### src/hdl/acp_pkg.sv
package acp_pkg;

	localparam int COEF_W           = 24;
	localparam int COEF_FRAC_BITS   = 16;
	localparam int SUM_W            = 44;
	localparam int LANES            = 4;
	localparam int COLOUR_LANES     = 3;
	localparam int PIPE_STAGES      = 7;
	localparam int CFG_INDEX_W      = 3;
	localparam logic [15:0] RECIP_255 = 16'd32897;

	typedef enum logic [1:0] {
		REQ_PIXEL    = 2'd0,
		REQ_LIN_WR   = 2'd1,
		REQ_SRGB_WR  = 2'd2
	} req_t;

	typedef enum logic [CFG_INDEX_W-1:0] {
		REG_K1         = 3'd0,
		REG_K2         = 3'd1,
		REG_K3         = 3'd2,
		REG_K4         = 3'd3,
		REG_USE_LINEAR = 3'd4
	} cfg_reg_t;

	typedef struct packed {
		logic signed [COEF_W-1:0] k1;
		logic signed [COEF_W-1:0] k2;
		logic signed [COEF_W-1:0] k3;
		logic signed [SUM_W-1:0]  k4_term;
		logic                     use_linear;
	} coef_t;

	typedef struct packed {
		logic [PIPE_STAGES-1:0] ld;
		logic                   lin_we;
		logic [7:0]             lin_idx;
		logic [7:0]             lin_val;
		logic                   srgb_we;
		logic [7:0]             srgb_idx;
		logic [7:0]             srgb_val;
	} pipe_ctl_t;

endpackage

### src/hdl/acp_cfg.sv
module acp_cfg #(
	parameter int COEF_FRAC_BITS = acp_pkg::COEF_FRAC_BITS
) (
	input  logic                               clk,
	input  logic                               arst_n,
	input  logic                               cfg_valid,
	input  logic [acp_pkg::CFG_INDEX_W-1:0]    cfg_index,
	input  logic [acp_pkg::COEF_W-1:0]         cfg_data,
	output acp_pkg::coef_t                     coef
);

	localparam int SW = acp_pkg::SUM_W;
	localparam logic signed [SW-1:0] HALF = SW'(64'd255 << (COEF_FRAC_BITS - 1));

	logic signed [acp_pkg::COEF_W-1:0] k1_q, k2_q, k3_q, k4_q;
	logic                              lin_q;
	logic signed [SW-1:0]              k4_term_q;
	logic signed [SW-1:0]              k4x;

	always_ff @(posedge clk or negedge arst_n) begin
		if (!arst_n) begin
			k1_q  <= '0;
			k2_q  <= '0;
			k3_q  <= '0;
			k4_q  <= '0;
			lin_q <= 1'b0;
		end else if (cfg_valid) begin
			unique case (cfg_index)
				acp_pkg::REG_K1:         k1_q  <= cfg_data;
				acp_pkg::REG_K2:         k2_q  <= cfg_data;
				acp_pkg::REG_K3:         k3_q  <= cfg_data;
				acp_pkg::REG_K4:         k4_q  <= cfg_data;
				acp_pkg::REG_USE_LINEAR: lin_q <= cfg_data[0];
				default: ;
			endcase
		end
	end

	// 65025 = 65536 - 512 + 1
	assign k4x = {{(SW-acp_pkg::COEF_W){k4_q[acp_pkg::COEF_W-1]}}, k4_q};

	always_ff @(posedge clk or negedge arst_n) begin
		if (!arst_n) begin
			k4_term_q <= HALF;
		end else begin
			k4_term_q <= (k4x <<< 16) - (k4x <<< 9) + k4x + HALF;
		end
	end

	assign coef.k1         = k1_q;
	assign coef.k2         = k2_q;
	assign coef.k3         = k3_q;
	assign coef.k4_term    = k4_term_q;
	assign coef.use_linear = lin_q;

endmodule

### config.mk
export PLATFORM = sky130hd
export DESIGN_NAME = acp_cfg
export DESIGN_NICKNAME = d
export VERILOG_FILES = /design/src/hdl/acp_pkg.sv /design/src/hdl/acp_cfg.sv
export SDC_FILE = /design/constraint.sdc
export NUM_CORES = 1
export LEC_CHECK = 0
export BUFFER_PORTS_ARGS = -buffer_cell sky130_fd_sc_hd__buf_2
export CAP_MARGIN = 40
export CORE_MARGIN = 8
export CORE_UTILIZATION = 61
export DETAILED_ROUTE_END_ITERATION = 10
export GPL_TIMING_DRIVEN = 0
export MAX_ROUTING_LAYER = met4
export PLACE_DENSITY = 0.86
export SYNTH_ARGS = -nofsm -noshare
export SYNTH_HDL_FRONTEND = slang
export SYNTH_SLANG_ARGS = --single-unit
### constraint.sdc
create_clock -name clk -period 9.46 [get_ports clk]
set_input_delay 0.473 -clock clk [delete_from_list [all_inputs] [get_ports clk]]
set_output_delay 0.473 -clock clk [all_outputs]
set_load 0.02 [all_outputs]
==> flow_summary.rst <==
.. list-table::
   :header-rows: 1

   * - Metric
     - Value
   * - Total setup buffers inserted after CTS
     - 0
   * - Initial detailed-routing violation count
     - 400
   * - Clock-pin slew on the worst setup and hold paths
     - 0.06 ns
   * - Core region area
     - 0.0127 sq mm
   * - Total power
     - 3.81 mW
   * - Share of the cycle needed by the critical path after routing
     - 36.7%
   * - Detailed-routing iteration count for the pre-antenna-repair pass
     - 5
   * - WL final
     - 19.5 mm
   * - Total number of nets in the final design
     - 990
   * - Num ports
     - 147
   * - Worst skew pair latency
     - 0.43 ns
   * - Routed vias/inst
     - 5.69
   * - DRC viols
     - 0
   * - Area of the die
     - 0.0170 sq mm
   * - Via count
     - 5918
   * - Power density over cell area
     - 400 mW/mm^2
   * - Share of layout cells above drive strength 1
     - 35.5%
   * - Critical Path Fanout Max
     - 12
   * - Post-Route M1 WL
     - 8.08 mm
   * - Clock Root Buffer
     - clkbuf_16
   * - Initial antenna violation count
     - 0
   * - Wire length on met2
     - 9.74 mm
   * - Antenna diode instance count
     - 0
   * - Top Layer Used
     - met4
   * - Netlist cell types
     - 50
   * - Crit path launch type
     - flip-flop
   * - Total of flip-flops plus latches after synthesis
     - 140
   * - Max transition margin
     - 55.5%
   * - Total met3 wirelength after detailed routing
     - 1.21 mm
   * - Final Max Tran Viols
     - 0
   * - Detailed placer's ending HPWL
     - 14.9 mm
   * - Reg2reg path depth
     - 10
   * - CP Data Arrival Time
     - 3.78 ns
   * - Max incr delay on CP
     - 0.72 ns
   * - RSZ-0062 raised after global routing
     - false
   * - Setup slack of the worst register-to-register path
     - 5.99 ns
   * - Worst IR Drop VDD
     - 0.171 mV
   * - Maximum number of pins on one net before global-route repair
     - 97
   * - Total number of yosys warnings
     - 0
   * - Number of instances on the worst hold path
     - 2
   * - Least-Margin Pin Slew
     - 0.667 ns
   * - Worst path slowest cell
     - dfrtp_1
   * - Min-Delay Path Class
     - input port to flip-flop
   * - # rows
     - 41
   * - Register area share after synthesis
     - 44.0%
   * - Clock tree from TritonCTS
     - built
   * - Die Width
     - 130 um
   * - Cell Chain, Critical Path
     - fa_1, ha_1, ha_1, a21oi_1, o21ai_0, a21oi_1, o21ai_0, a31oi_1, o21ai_2, xor2_1
   * - Data required time of the worst path
     - 9.77 ns
   * - Main flop type after synthesis
     - dfrtp_1
   * - Clock sink count
     - 140
   * - Max-cap check violation count
     - 0
   * - Final hold viol count
     - 0
   * - Total standard cell area after synthesis
     - 0.00798 sq mm
   * - Average footprint of a synthesized cell
     - 11.6 sq um
   * - Number of routed nets with antenna violations
     - 0
   * - Maximum buffer depth of the clock tree
     - 2
   * - Effective utilization at floorplan
     - 62.7%
   * - Count of fill cells added during filler insertion
     - 876
   * - Status
     - finished, final reports clean
   * - Setup CP Type
     - flip-flop to flip-flop
   * - Clock period minus worst slack
     - 3.47 ns
   * - Setup TNS
     - 0 ns
   * - Die height
     - 130 um
   * - Count of mapped cells out of synthesis
     - 690
   * - H-Tree Depth
     - 4
   * - GRT Overall Usage
     - 24.8%
   * - Number of port buffers
     - 146
   * - Maximum clock frequency
     - 288 MHz
   * - Total of endpoints with negative setup slack in the final report
     - 0
   * - Most common cell after layout, fill and taps aside
     - buf_2
   * - Global-route wire length before repair
     - 31.7 mm
   * - Leakage power figure
     - 4.62 nW
   * - Sort of element at the end of the critical path
     - flip-flop
   * - Synth async-reset ratio
     - 100%
   * - Area growth, synth to finish
     - 19.3%
   * - Final RePlAce weighted congestion
     - 0.946
   * - Clock buffers created by TritonCTS
     - 17
   * - Clock tree skew after final layout
     - 0.00691 ns
   * - Number of enable flip-flop cells after synthesis
     - 0
   * - Top library cells by usage in the layout, fill and taps aside
     - buf_2, dfrtp_1, mux2_2
   * - Global route total overflow
     - 0
   * - Number of global-route vias before repair
     - 6287
   * - Routed length per instance
     - 18.7 um
   * - Synth Net Count
     - 823
==> synth_stat cells (3+ instances only) <==
library cell / number / area share (%)
nor3_1: 9 / 0.56
inv_1: 44 / 2.1
fa_1: 17 / 4.3
nand3_1: 6 / 0.38
ha_1: 86 / 13
nor2b_1: 8 / 0.63
o21a_1: 3 / 0.28
nand2_1: 38 / 1.8
clkbuf_1: 9 / 0.42
a31oi_1: 3 / 0.24
o21ai_0: 29 / 1.8
o21bai_1: 5 / 0.47
a21oi_1: 53 / 3.3
buf_4: 6 / 0.56
dfstp_2: 8 / 2.6
mux2_2: 97 / 14
dfrtp_1: 132 / 41
nor2_1: 32 / 1.5
a211o_1: 3 / 0.33
a21o_1: 8 / 0.75
xor2_1: 19 / 2.1
buf_2: 9 / 0.56
and2_1: 3 / 0.24
nand4_1: 11 / 0.86
xnor2_1: 20 / 2.2
==> power breakdown <==
group	internal (mW)	switching [mW]	total [mW]
clock network	0.372	0.254	0.626
registers	0.822	0.0887	0.911
logic	0.864	1.41	2.27
total	2.06	1.75	3.81
==> routing by layer <==
layer  vias up  GRT usage, %
li1       2751             -
met1      2879          29.2
met2       249          41.0
met3        39          5.39
met4         0          9.72
met5         -             -
==> layout make-up <==
type / instances / area, sq um / share of cell area (%)
clock buffers: 20 / 457 / 4.80
flip-flops and latches: 140 / 3510 / 36.9
clock inverters: 10 / 93.8 / 0.986
repair buffers: 148 / 774 / 8.14
inverters: 44 / 165 / 1.74
multi-input cells: 481 / 4170 / 43.8
plain buffers: 25 / 129 / 1.35
well taps: 172 / 215 / 2.26
==> final timing paths <==
path,to,from
worst max-delay path,k4_term_q[37],k4_q[23]
worst min register to register,k4_term_q[0],k4_q[0]
min in group asynchronous,k1_q[1],arst_n
worst min-delay path,k4_q[20],cfg_data[20]
max in group asynchronous,k4_term_q[39],arst_n
worst max register to register,k4_term_q[37],k4_q[23]
==> worst max-delay path, delay by kind of cell, from the launching register on <==
family | cells | cell delay (ns)
DFF | 1 | 0.72
xor gates and xnor gates | 1 | 0.15
AOI/OAI and AO/OA | 6 | 1.22
adders and majority gates | 3 | 1.25
==> flip-flops by register name, indices dropped and copies added, names as in the netlist <==
signal	flops
k1_q	24
k2_q	24
k3_q	24
k4_q	24
k4_term_q	43
lin_q	1
==> metrics by stage <==
step	instances	hold WS, ns	instance area, sq um	util, %	setup WS, ns
2_1_floorplan	690	0.177	7980	-	6.45
5_1_grt	1040	0.329	9520	74.8	5.76
6_report	1040	0.324	9520	74.8	5.99
3_3_place_gp	1008	0.396	8920	70.1	6.08
4_1_cts	1040	0.316	9520	74.8	6.00
3_5_place_dp	1009	0.407	8960	70.4	6.02
==> cells by family after synthesis <==
| kind of cell | count (synthesis) | synth area share (%) |
|---|---|---|
| xor+xnor | 39 | 4.28 |
| fa+ha+maj | 103 | 17.8 |
| mux | 97 | 13.7 |
| compound gates | 124 | 9.60 |
| flops | 140 | 44.0 |
| simple gates | 118 | 6.95 |
| buf+inv | 69 | 3.69 |
==> repair_timing <==
| action | in CTS | in global routing |
|---|---|---|
| hold buffers | 1 | 0 |
| hold endpoints to repair | 36 | 0 |
| resized for setup | 0 | 0 |
Note: power is estimated with default switching activity, not from simulation.
